### src/sv/obagg_pkg.sv
// Shared types and constants for the OHLCV bar aggregator.
// No dependencies; used by every module and by the checker.
package obagg_pkg;

    localparam int unsigned PRICE_W  = 32;
    localparam int unsigned TIME_W   = 32;
    localparam int unsigned VOL_IN_W = 32;
    localparam int unsigned VOL_W    = 48;
    localparam int unsigned PERIOD_W = 20;

    // One remainder bit is resolved per step of the divider
    localparam int unsigned DIV_STEPS = TIME_W;
    localparam int unsigned STEP_W    = $clog2(DIV_STEPS);

    localparam logic [PERIOD_W-1:0] PERIOD_RESET = PERIOD_W'(60);
    localparam logic [VOL_W-1:0]    VOL_MAX      = '1;

    typedef logic [PERIOD_W-1:0] t_period;

    typedef struct packed {
        logic [TIME_W-1:0]   tick_seconds;
        logic [PRICE_W-1:0]  tick_high;
        logic [PRICE_W-1:0]  tick_low;
        logic [PRICE_W-1:0]  tick_close;
        logic [VOL_IN_W-1:0] tick_volume;
    } t_tick;

    typedef struct packed {
        logic               bar_done;
        logic [TIME_W-1:0]  bar_time;
        logic [PRICE_W-1:0] bar_open;
        logic [PRICE_W-1:0] bar_high;
        logic [PRICE_W-1:0] bar_low;
        logic [PRICE_W-1:0] bar_close;
        logic [VOL_W-1:0]   bar_volume;
    } t_bar;

    // Controller to datapath
    typedef struct packed {
        logic capture;
        logic div_step;
        logic make_start;
        logic update;
    } t_cmd;

    // Datapath to controller
    typedef struct packed {
        logic out_stall;
    } t_sts;

endpackage

### src/sv/obagg_stream_if.sv
// Valid/ready channel carrying one payload per beat.
// No dependencies; the payload type is set per instance.
interface obagg_stream_if #(
    parameter type t_payload = logic
);
    logic     valid;
    logic     ready;
    t_payload payload;

    modport source (output valid, output payload, input ready);
    modport sink   (input valid, input payload, output ready);
endinterface

### src/sv/obagg_ctrl.sv
// Sequencer for the bar aggregator: accept, remainder steps, start, update.
// Depends on obagg_pkg.
module obagg_ctrl
    import obagg_pkg::*;
(
    input  logic i_clk,
    input  logic i_rst_n,
    input  logic i_tick_valid,
    output logic o_tick_ready,
    input  t_sts i_sts,
    output t_cmd o_cmd
);

    typedef enum logic [3:0] {
        S_IDLE   = 4'b0001,
        S_DIV    = 4'b0010,
        S_START  = 4'b0100,
        S_UPDATE = 4'b1000
    } t_state;

    t_state            r_state, n_state;
    logic [STEP_W-1:0] r_cnt, n_cnt;
    logic              w_last_step;

    assign w_last_step  = (r_cnt == STEP_W'(DIV_STEPS - 1));
    assign o_tick_ready = (r_state == S_IDLE);

    // Decode commands from the current state
    always_comb begin
        o_cmd            = '0;
        o_cmd.capture    = (r_state == S_IDLE) && i_tick_valid;
        o_cmd.div_step   = (r_state == S_DIV);
        o_cmd.make_start = (r_state == S_START);
        o_cmd.update     = (r_state == S_UPDATE) && !i_sts.out_stall;
    end

    // Next state: hold in update while the output register is still full
    always_comb begin
        n_state = r_state;
        n_cnt   = r_cnt;
        unique case (r_state)
            S_IDLE: begin
                if (i_tick_valid) begin
                    n_state = S_DIV;
                    n_cnt   = '0;
                end
            end
            S_DIV: begin
                n_cnt = r_cnt + STEP_W'(1);
                if (w_last_step) begin
                    n_state = S_START;
                end
            end
            S_START: begin
                n_state = S_UPDATE;
            end
            S_UPDATE: begin
                if (!i_sts.out_stall) begin
                    n_state = S_IDLE;
                end
            end
            default: begin
                n_state = S_IDLE;
            end
        endcase
    end

    always_ff @(posedge i_clk) begin
        if (!i_rst_n) begin
            r_state <= S_IDLE;
            r_cnt   <= '0;
        end else begin
            r_state <= n_state;
            r_cnt   <= n_cnt;
        end
    end

endmodule

### src/sv/obagg_dp.sv
// Datapath: period register, bit-serial remainder, bar state and output register.
// Depends on obagg_pkg.
module obagg_dp
    import obagg_pkg::*;
(
    input  logic    i_clk,
    input  logic    i_rst_n,
    input  t_tick   i_tick,
    input  logic    i_cfg_valid,
    input  t_period i_cfg_data,
    input  t_cmd    i_cmd,
    output t_sts    o_sts,
    output logic    o_bar_valid,
    input  logic    i_bar_ready,
    output t_bar    o_bar
);

    t_period             r_period;
    t_period             w_divisor;
    t_tick               r_tick;
    logic [TIME_W-1:0]   r_dividend;
    t_period             r_rem;
    logic [PERIOD_W:0]   w_shift;
    logic [PERIOD_W:0]   w_diff;
    logic                w_ge;
    logic [TIME_W-1:0]   r_start;

    logic                r_open;
    logic [TIME_W-1:0]   r_cur_start;
    logic [PRICE_W-1:0]  r_cur_open;
    logic [PRICE_W-1:0]  r_cur_high;
    logic [PRICE_W-1:0]  r_cur_low;
    logic [PRICE_W-1:0]  r_cur_close;
    logic [VOL_W-1:0]    r_cur_vol;

    logic                w_new_bar;
    logic                w_fresh;
    logic [VOL_W:0]      w_vol_sum;
    logic [VOL_W-1:0]    w_vol_merged;
    logic [PRICE_W-1:0]  w_high_merged;
    logic [PRICE_W-1:0]  w_low_merged;
    t_bar                w_result;

    logic                r_out_valid;
    t_bar                r_out;

    // Hold the period; a zero period counts as one second
    always_ff @(posedge i_clk) begin
        if (!i_rst_n) begin
            r_period <= PERIOD_RESET;
        end else if (i_cfg_valid) begin
            r_period <= i_cfg_data;
        end
    end

    assign w_divisor = (r_period == '0) ? PERIOD_W'(1) : r_period;

    // One restoring remainder step: shift in the next time bit, subtract if it fits
    assign w_shift = {r_rem, r_dividend[TIME_W-1]};
    assign w_ge    = (w_shift >= {1'b0, w_divisor});
    assign w_diff  = w_shift - {1'b0, w_divisor};

    always_ff @(posedge i_clk) begin
        if (i_cmd.capture) begin
            r_tick     <= i_tick;
            r_dividend <= i_tick.tick_seconds;
            r_rem      <= '0;
        end else if (i_cmd.div_step) begin
            r_dividend <= r_dividend << 1;
            r_rem      <= w_ge ? w_diff[PERIOD_W-1:0] : w_shift[PERIOD_W-1:0];
        end
        if (i_cmd.make_start) begin
            r_start <= r_tick.tick_seconds - TIME_W'(r_rem);
        end
    end

    // Merge candidates for a tick that stays in the current bar
    assign w_new_bar     = r_open && (r_start > r_cur_start);
    assign w_fresh       = !r_open || w_new_bar;
    assign w_vol_sum     = {1'b0, r_cur_vol} + (VOL_W + 1)'(r_tick.tick_volume);
    assign w_vol_merged  = w_vol_sum[VOL_W] ? VOL_MAX : w_vol_sum[VOL_W-1:0];
    assign w_high_merged = (r_tick.tick_high > r_cur_high) ? r_tick.tick_high : r_cur_high;
    assign w_low_merged  = (r_tick.tick_low < r_cur_low) ? r_tick.tick_low : r_cur_low;

    // Pick the beat to emit: finished bar, freshly opened bar or running bar
    always_comb begin
        if (w_new_bar) begin
            w_result = '{bar_done: 1'b1, bar_time: r_cur_start, bar_open: r_cur_open,
                         bar_high: r_cur_high, bar_low: r_cur_low,
                         bar_close: r_cur_close, bar_volume: r_cur_vol};
        end else if (w_fresh) begin
            w_result = '{bar_done: 1'b0, bar_time: r_start, bar_open: r_tick.tick_close,
                         bar_high: r_tick.tick_high, bar_low: r_tick.tick_low,
                         bar_close: r_tick.tick_close,
                         bar_volume: VOL_W'(r_tick.tick_volume)};
        end else begin
            w_result = '{bar_done: 1'b0, bar_time: r_cur_start, bar_open: r_cur_open,
                         bar_high: w_high_merged, bar_low: w_low_merged,
                         bar_close: r_tick.tick_close, bar_volume: w_vol_merged};
        end
    end

    // Open flag is control state
    always_ff @(posedge i_clk) begin
        if (!i_rst_n) begin
            r_open <= 1'b0;
        end else if (i_cmd.update) begin
            r_open <= 1'b1;
        end
    end

    // Advance the current bar
    always_ff @(posedge i_clk) begin
        if (i_cmd.update) begin
            if (w_fresh) begin
                r_cur_start <= r_start;
                r_cur_open  <= r_tick.tick_close;
                r_cur_high  <= r_tick.tick_high;
                r_cur_low   <= r_tick.tick_low;
                r_cur_close <= r_tick.tick_close;
                r_cur_vol   <= VOL_W'(r_tick.tick_volume);
            end else begin
                r_cur_high  <= w_high_merged;
                r_cur_low   <= w_low_merged;
                r_cur_close <= r_tick.tick_close;
                r_cur_vol   <= w_vol_merged;
            end
        end
    end

    // Output register: load on update, drop once the beat is taken
    always_ff @(posedge i_clk) begin
        if (!i_rst_n) begin
            r_out_valid <= 1'b0;
        end else if (i_cmd.update) begin
            r_out_valid <= 1'b1;
        end else if (i_bar_ready) begin
            r_out_valid <= 1'b0;
        end
    end

    always_ff @(posedge i_clk) begin
        if (i_cmd.update) begin
            r_out <= w_result;
        end
    end

    assign o_sts.out_stall = r_out_valid && !i_bar_ready;
    assign o_bar_valid     = r_out_valid;
    assign o_bar           = r_out;

endmodule

### src/sv/ohlcv_bar_aggregator.sv
// Top level of the OHLCV bar aggregator: controller plus datapath.
// Depends on obagg_pkg, obagg_stream_if, obagg_ctrl and obagg_dp.
//
//   Port     Dir   Payload             Beat
//   i_tick   in    t_tick (5 fields)   one market tick
//   o_bar    out   t_bar (7 fields)    one bar result per tick
//   i_cfg    in    t_period (20 bits)  bar_period write, always ready
//
// A tick is accepted, then the bit-serial remainder of the time by the period is
// resolved (one bit per cycle), then the bar start is formed, and then the bar is
// updated and the output register loaded. The next tick is taken the cycle after
// that. The update waits while the previous result is still unread. Reset
// (synchronous, active low) empties the output and closes the bar.
module ohlcv_bar_aggregator
    import obagg_pkg::*;
(
    input  logic                  i_clk,
    input  logic                  i_rst_n,
    obagg_stream_if.sink          i_tick,
    obagg_stream_if.source        o_bar,
    obagg_stream_if.sink          i_cfg
);

    t_cmd w_cmd;
    t_sts w_sts;

    assign i_cfg.ready = 1'b1;

    obagg_ctrl u_ctrl (
        .i_clk        (i_clk),
        .i_rst_n      (i_rst_n),
        .i_tick_valid (i_tick.valid),
        .o_tick_ready (i_tick.ready),
        .i_sts        (w_sts),
        .o_cmd        (w_cmd)
    );

    obagg_dp u_dp (
        .i_clk       (i_clk),
        .i_rst_n     (i_rst_n),
        .i_tick      (i_tick.payload),
        .i_cfg_valid (i_cfg.valid),
        .i_cfg_data  (i_cfg.payload),
        .i_cmd       (w_cmd),
        .o_sts       (w_sts),
        .o_bar_valid (o_bar.valid),
        .i_bar_ready (o_bar.ready),
        .o_bar       (o_bar.payload)
    );

endmodule

### src/flat_wrapper.sv
// flat-port wrapper written by rule: the top's interface ports become plain ports
module ohlcv_bar_aggregator_flat import obagg_pkg::*;
  (i_clk, i_rst_n, i_tick_valid, i_tick_payload, i_tick_ready, o_bar_valid, o_bar_payload, o_bar_ready, i_cfg_valid, i_cfg_payload, i_cfg_ready);
  obagg_stream_if #(.t_payload(t_tick)) i_tick_i ();
  obagg_stream_if #(.t_payload(t_bar)) o_bar_i ();
  obagg_stream_if #(.t_payload(t_period)) i_cfg_i ();
  input  logic i_clk;
  input  logic i_rst_n;
  input wire logic [$bits(i_tick_i.valid)-1:0] i_tick_valid;
  input wire logic [$bits(i_tick_i.payload)-1:0] i_tick_payload;
  output wire logic [$bits(i_tick_i.ready)-1:0] i_tick_ready;
  output wire logic [$bits(o_bar_i.valid)-1:0] o_bar_valid;
  output wire logic [$bits(o_bar_i.payload)-1:0] o_bar_payload;
  input wire logic [$bits(o_bar_i.ready)-1:0] o_bar_ready;
  input wire logic [$bits(i_cfg_i.valid)-1:0] i_cfg_valid;
  input wire logic [$bits(i_cfg_i.payload)-1:0] i_cfg_payload;
  output wire logic [$bits(i_cfg_i.ready)-1:0] i_cfg_ready;
  assign i_tick_i.valid = i_tick_valid;
  assign i_tick_i.payload = i_tick_payload;
  assign i_tick_ready = i_tick_i.ready;
  assign o_bar_valid = o_bar_i.valid;
  assign o_bar_payload = o_bar_i.payload;
  assign o_bar_i.ready = o_bar_ready;
  assign i_cfg_i.valid = i_cfg_valid;
  assign i_cfg_i.payload = i_cfg_payload;
  assign i_cfg_ready = i_cfg_i.ready;
  ohlcv_bar_aggregator u_core (.i_clk(i_clk), .i_rst_n(i_rst_n), .i_tick(i_tick_i), .o_bar(o_bar_i), .i_cfg(i_cfg_i));
endmodule
### config.mk
export PLATFORM = sky130hd
export DESIGN_NAME = ohlcv_bar_aggregator_flat
export DESIGN_NICKNAME = d
export VERILOG_FILES = /design/src/sv/obagg_pkg.sv /design/src/sv/obagg_stream_if.sv /design/src/sv/obagg_ctrl.sv /design/src/sv/obagg_dp.sv /design/src/sv/ohlcv_bar_aggregator.sv /design/src/flat_wrapper.sv
export SDC_FILE = /design/constraint.sdc
export NUM_CORES = 1
export LEC_CHECK = 0
export BUFFER_PORTS_ARGS = -buffer_cell sky130_fd_sc_hd__buf_2
export CORE_MARGIN = 5
export CORE_UTILIZATION = 40
export DETAILED_ROUTE_END_ITERATION = 16
export GPL_TIMING_DRIVEN = 0
export PLACE_DENSITY = 0.69
export SYNTH_ARGS = -nofsm -noshare
export SYNTH_HDL_FRONTEND = slang
export SYNTH_HIERARCHICAL = 1
export SYNTH_SLANG_ARGS = --single-unit
### constraint.sdc
create_clock -name i_clk -period 19.8 [get_ports i_clk]
set_clock_uncertainty 0.15 [all_clocks]
set_input_delay 1.98 -clock i_clk [delete_from_list [all_inputs] [get_ports i_clk]]
set_output_delay 1.98 -clock i_clk [all_outputs]
set_load 0.02 [all_outputs]
# Word-level counts from Yosys, hierarchy flattened

Index checks and enable logic that the tools add are counted.

Register bits after elaboration: 692
Bits of input ports: 185
Output and inout port bits: 212

$add $sub $neg: 4
$lt $le $gt $ge: 4
Eq/ne operators: 8
Muxes and demuxes: 20
Reductions and logical operators: 15

Operators by type and width:

| kind                                           | number |
|---|---|
| 2-to-1 mux 208 bit                             | 2 |
| 2-to-1 mux 32 bit                              | 7 |
| greater-than comparator 32 bit                 | 2 |
| adder 48 x 32 -> 49 bit                        | 1 |
| 2-to-1 mux 48 bit                              | 1 |
| 2-to-1 mux 20 bit                              | 2 |
| less-than comparator 32 bit                    | 1 |
| subtractor 32 x 20 -> 32 bit                   | 1 |
| >= comparator 21 x 20 -> 1 bit                 | 1 |
| zero test 20 bit                               | 1 |
| subtractor 20 bit                              | 1 |
| case mux 4 bit (4 select lines)                | 1 |
| 2-to-1 mux 4 bit                               | 3 |
| case mux 5 bit (2 select lines)                | 1 |
| nonzero test 2 bit                             | 3 |
| adder 5 x 1 -> 5 bit (second input constant)   | 1 |
| == test 5 bit (second input constant)          | 1 |
| 2-to-1 mux 5 bit                               | 1 |
| == test 4 x 1 -> 1 bit (second input constant) | 1 |
| == test 4 x 2 -> 1 bit (second input constant) | 1 |
| == test 4 x 3 -> 1 bit (second input constant) | 1 |
| == test 4 bit (second input constant)          | 1 |
| logical AND 1 bit                              | 4 |
| != test 2 bit (second input constant)          | 2 |
| other kinds (6)                                | 10 |

# Depth between registers and ports, before layout

Depth after elaboration: 5
Gate-level depth with buffers: 15
Mapped depth without buffers: 15

# Hierarchy

Netlist, hierarchy kept.

By module, submodules not included:

| module               | times used | cells each | area an instance (um^2) | sequential area each (um^2) |
|---|---|---|---|---|
| obagg_dp             | 1          | 2351       | 32089.5                 | 20089.3 |
| obagg_ctrl           | 1          | 53         | 466.7                   | 180.2 |
| ohlcv_bar_aggregator | 1          | 2          | 11.3                    | 0.0 |

# Worst setup path before layout

No wires, ideal clock.

Kind: input to register
From: input port o_bar_ready
To: register u_core.u_dp.r_cur_open[0], enable pin
Setup time: 429 ps
Data arrival time: 20362 ps
Data required time: 19221 ps
Path slack: -1140 ps
Stages on the path: 3
Path buffers: 0
Cell sequence: nor2b_1 nor2b_1 and2_1

RTL lines:

| what                   | line               | text |
|---|---|---|
| start: declaration     | flat_wrapper.sv:14 | `input wire logic [$bits(o_bar_i.ready)-1:0] o_bar_ready;` |
| end signal: assignment | obagg_dp.sv:117    | `r_cur_open <= r_tick.tick_close;` |
| end: declaration       | obagg_dp.sv:30     | `logic [PRICE_W-1:0] r_cur_open;` |

==> results.toml <==
[detailed_routing]
wl_per_cell_um = 20.02
firstDrtPassIters = 5
drtAntennaViolNets = 0
initialDrtViolationCount = 1206
via_per_inst = 5.205
drc = 0
wl_um = 80470
route.vias.total = 20930

[synth]
yosysMostFrequentCell = "edfxtp_1"
ys_warn_count = 6
yosysTopAreaCellShare_pct = 59.10
synthFlopType = "edfxtp_1"
ys_async_sr_fraction_pct = 0
synth_top_area_cell = "edfxtp_1"
seq_area_frac_synth_pct = 62.24
syn_area_per_cell_um2 = 13.54
ys_top_cells_by_count = "641 x edfxtp_1, 243 x mux2_2, 180 x nand2_1"
syn_nets = 2765
netlist_area_mm2 = 0.03257
synth.distinct_cells = 93
synth_edf_count = 641
syn_inst = 2406
synth.area.top_cells = "edfxtp_1 59%, mux2_2 8.4%, ha_1 6.6%"
synth-seq-cells = 692

[grt]
grt-ovfl-total = 0
grt_antenna_before_repair = 6
grt_pass1_wl_um = 120500
grt_start_max_net_pins = 96
grt_pass1_vias = 20640
grt_util_all_layers_pct = 17.77

[cells_and_area]
final-seq-area_mm2 = 0.02027
area_growth_pct = 18.61
drive_above_1_share_pct = 28.11
fin_nets = 3253
stdcell_area_mm2 = 0.03863
fill_cells = 7109
multi_input_area_mm2 = 0.01118

[clock_network]
cts_buffers = 77
clk_latency_ns = 0.62
htree_levels = 3
cts_setup_buffers = 0
hold_buffers = 0
clkTransAtPathRegs_ns = 0.06
cts_sinks = 692
postCtsResizedCells = 0
cts_tree = "built"
cts-root-buf = "clkbuf_16"
clockBufferDepth = 3

[power]
vdd_drop_max_v = 0.00005436
leakage_uw = 0.01496
switching_share_pct = 24.20
p_seq_share_pct = 49.4
p_per_area_mw_per_mm2 = 89.48
power_frac_clock_pct = 39.5
p_int_uw = 2620
switchingPower_uw = 836.3
p_total_uw = 3456
comb_power_share_pct = 11.1

[setup_path]
path_class = "register to register"
crit_path_frequent_cell = "nand2_1"
crit_required_ns = 20.13
critical_path_buf_inv_count = 2
cp-end-kind = "register"
start_kind = "register"
critPathTopFamily = "simple AND/OR/NAND/NOR gates"
slowest_stage = "clkbuf_1"
path_cells = "ha_1, nand4_1, nor4_1, nand2_1, a22o_1, nand2_1, clkbuf_1, buf_1, nand2_1, nand2_1"
worst_path_largest_cell_delay_ns = 0.67
crit_arrival_ns = 4.81
crit_fanout = 10

[place]
dpl_cell_area_mm2 = 0.03622
gp_congestion = 0.8977
place_hpwl_um = 58750
dp_slack_ns = 14.95
io_buffer_count = 394

[floorplan]
die_w_um = 295.3
floorplan.die_area_mm2 = 0.08723
initial_core_util_pct = 40.37
core-area_mm2 = 0.08068
row_count = 104
io_pins = 397
dieHeight_um = 295.3

[timing]
tightest_slew_ns = 1.086
post-route-period-util_pct = 22.63
slew_headroom_pct = 25.74
fmax_mhz = 223.1
rsz0062_at_grt = "false"
finalHoldViolCount = 0
drv_slew = 0
finalSetupViolations = 0
period_needed_ns = 4.482
setup_slack_ns = 15.32

[outcome]
status = "finished clean"

[job]
max_cap_viol_count = 0

[worst_hold_path]
hold_class = "register to register"
power groups by stage:
| stage | clock, uW | sequential [uW] | combinational (uW) |
|---|---|---|---|
| floorplan | 0 | 1730 | 284 |
| global placement | 0 | 1750 | 372 |
| detailed placement | 0 | 1740 | 380 |
| CTS | 1410 | 1710 | 383 |
| global route | 1470 | 1710 | 424 |
| finish | 1370 | 1710 | 383 |
registers in the layout, indices dropped and copies added, names as in the netlist:
signal and cells:
u_core/u_dp/r_cur_high 32, u_core/u_dp/r_cur_open 32, u_core/u_dp/r_cur_low 32, u_core/u_dp/r_rem 20, u_core/u_dp/r_cur_start 32, u_core/u_dp/o_bar_valid 1
u_core/u_dp/r_dividend 32, u_core/u_ctrl/r_state 4, u_core/u_dp/o_bar 209, u_core/u_dp/r_cur_close 32, u_core/u_dp/r_tick 160, u_core/u_ctrl/r_cnt 5
u_core/u_dp/r_open 1, u_core/u_dp/r_start 32, u_core/u_dp/r_period 20, u_core/u_dp/r_cur_vol 48
layout make-up:
| cell class | instances | share of cell area, % |
|---|---|---|
| Sequential cell | 692 | 52.47 |
| Multi-Input combinational cell | 1450 | 28.93 |
| Timing Repair Buffer | 409 | 5.980 |
| Clock buffer | 96 | 5.199 |
| Tap cell | 1060 | 3.434 |
| Inverter | 179 | 1.759 |
| Buffer | 85 | 1.192 |
| Clock inverter | 45 | 1.004 |
| Antenna cell | 4 | 0.02591 |
cells in the final DEF (no fill, tap or decap), types with 30 or more instances in the layout:
cell type  Yosys  layout
a21o_1        56      56
nand2_1      180     180
xor2_1        34      34
clkbuf_1      42      60
o21ai_0       84      84
dfxtp_1       51      51
a21oi_1      113     113
buf_2         20     414
xnor2_1       47      47
clkbuf_16      0      77
mux2_2       243     243
inv_1        177     175
mux2i_1       30      30
nand4_1       34      34
ha_1         171     171
a31oi_1       35      35
nor2_1       107     107
edfxtp_1     641     641
worst paths after layout:
path                                           from                                    to  slack (ns)  cells past startpoint
setup / recovery  u_core/u_dp/r_start[27]$_DFFE_PP_       u_core/u_dp/o_bar[61]$_DFFE_PP_       15.32                     10
hold / removal     u_core/u_dp/r_start[0]$_DFFE_PP_  u_core/u_dp/r_cur_start[0]$_DFFE_PP_        0.31                      0
setup reg to reg  u_core/u_dp/r_start[27]$_DFFE_PP_       u_core/u_dp/o_bar[61]$_DFFE_PP_       15.32                     10
hold reg to reg    u_core/u_dp/r_start[0]$_DFFE_PP_  u_core/u_dp/r_cur_start[0]$_DFFE_PP_        0.31                      0
logic make-up (layout without fill, tap and decap cells):
kind of cell	count (synthesis)	after routing	synth area share, %
compound gates	430	430	8.675
xor+xnor	81	81	2.178
fa+ha+maj	174	174	6.754
buf+inv	264	814	3.477
flops	692	692	62.24
mux	273	273	9.324
other cells	1	5	0.01151
simple gates	491	491	7.342
routing by layer:
layer	part of all wire (%)	vias to the layer above	track usage, %
met4	2.7	0	5.158
met1	42	10180	23.06
met5	0	-	0
met3	5.8	133	3.230
li1	-	10030	-
met2	49	582	30.70
metrics by stage:
step	setup TNS (ns)	instances	util [%]	hold slack (ns)
6_report	0	4020	47.88	0.3069
5_1_grt	0	4018	47.87	0.3185
4_1_cts	0	4016	47.87	0.3111
3_5_place_dp	0	3875	44.90	0.2973
3_3_place_gp	-7.870	3860	44.46	0.2917
2_1_floorplan	0	2406	-	0.2764
No activity file was read; power rests on OpenSTA's default activity.
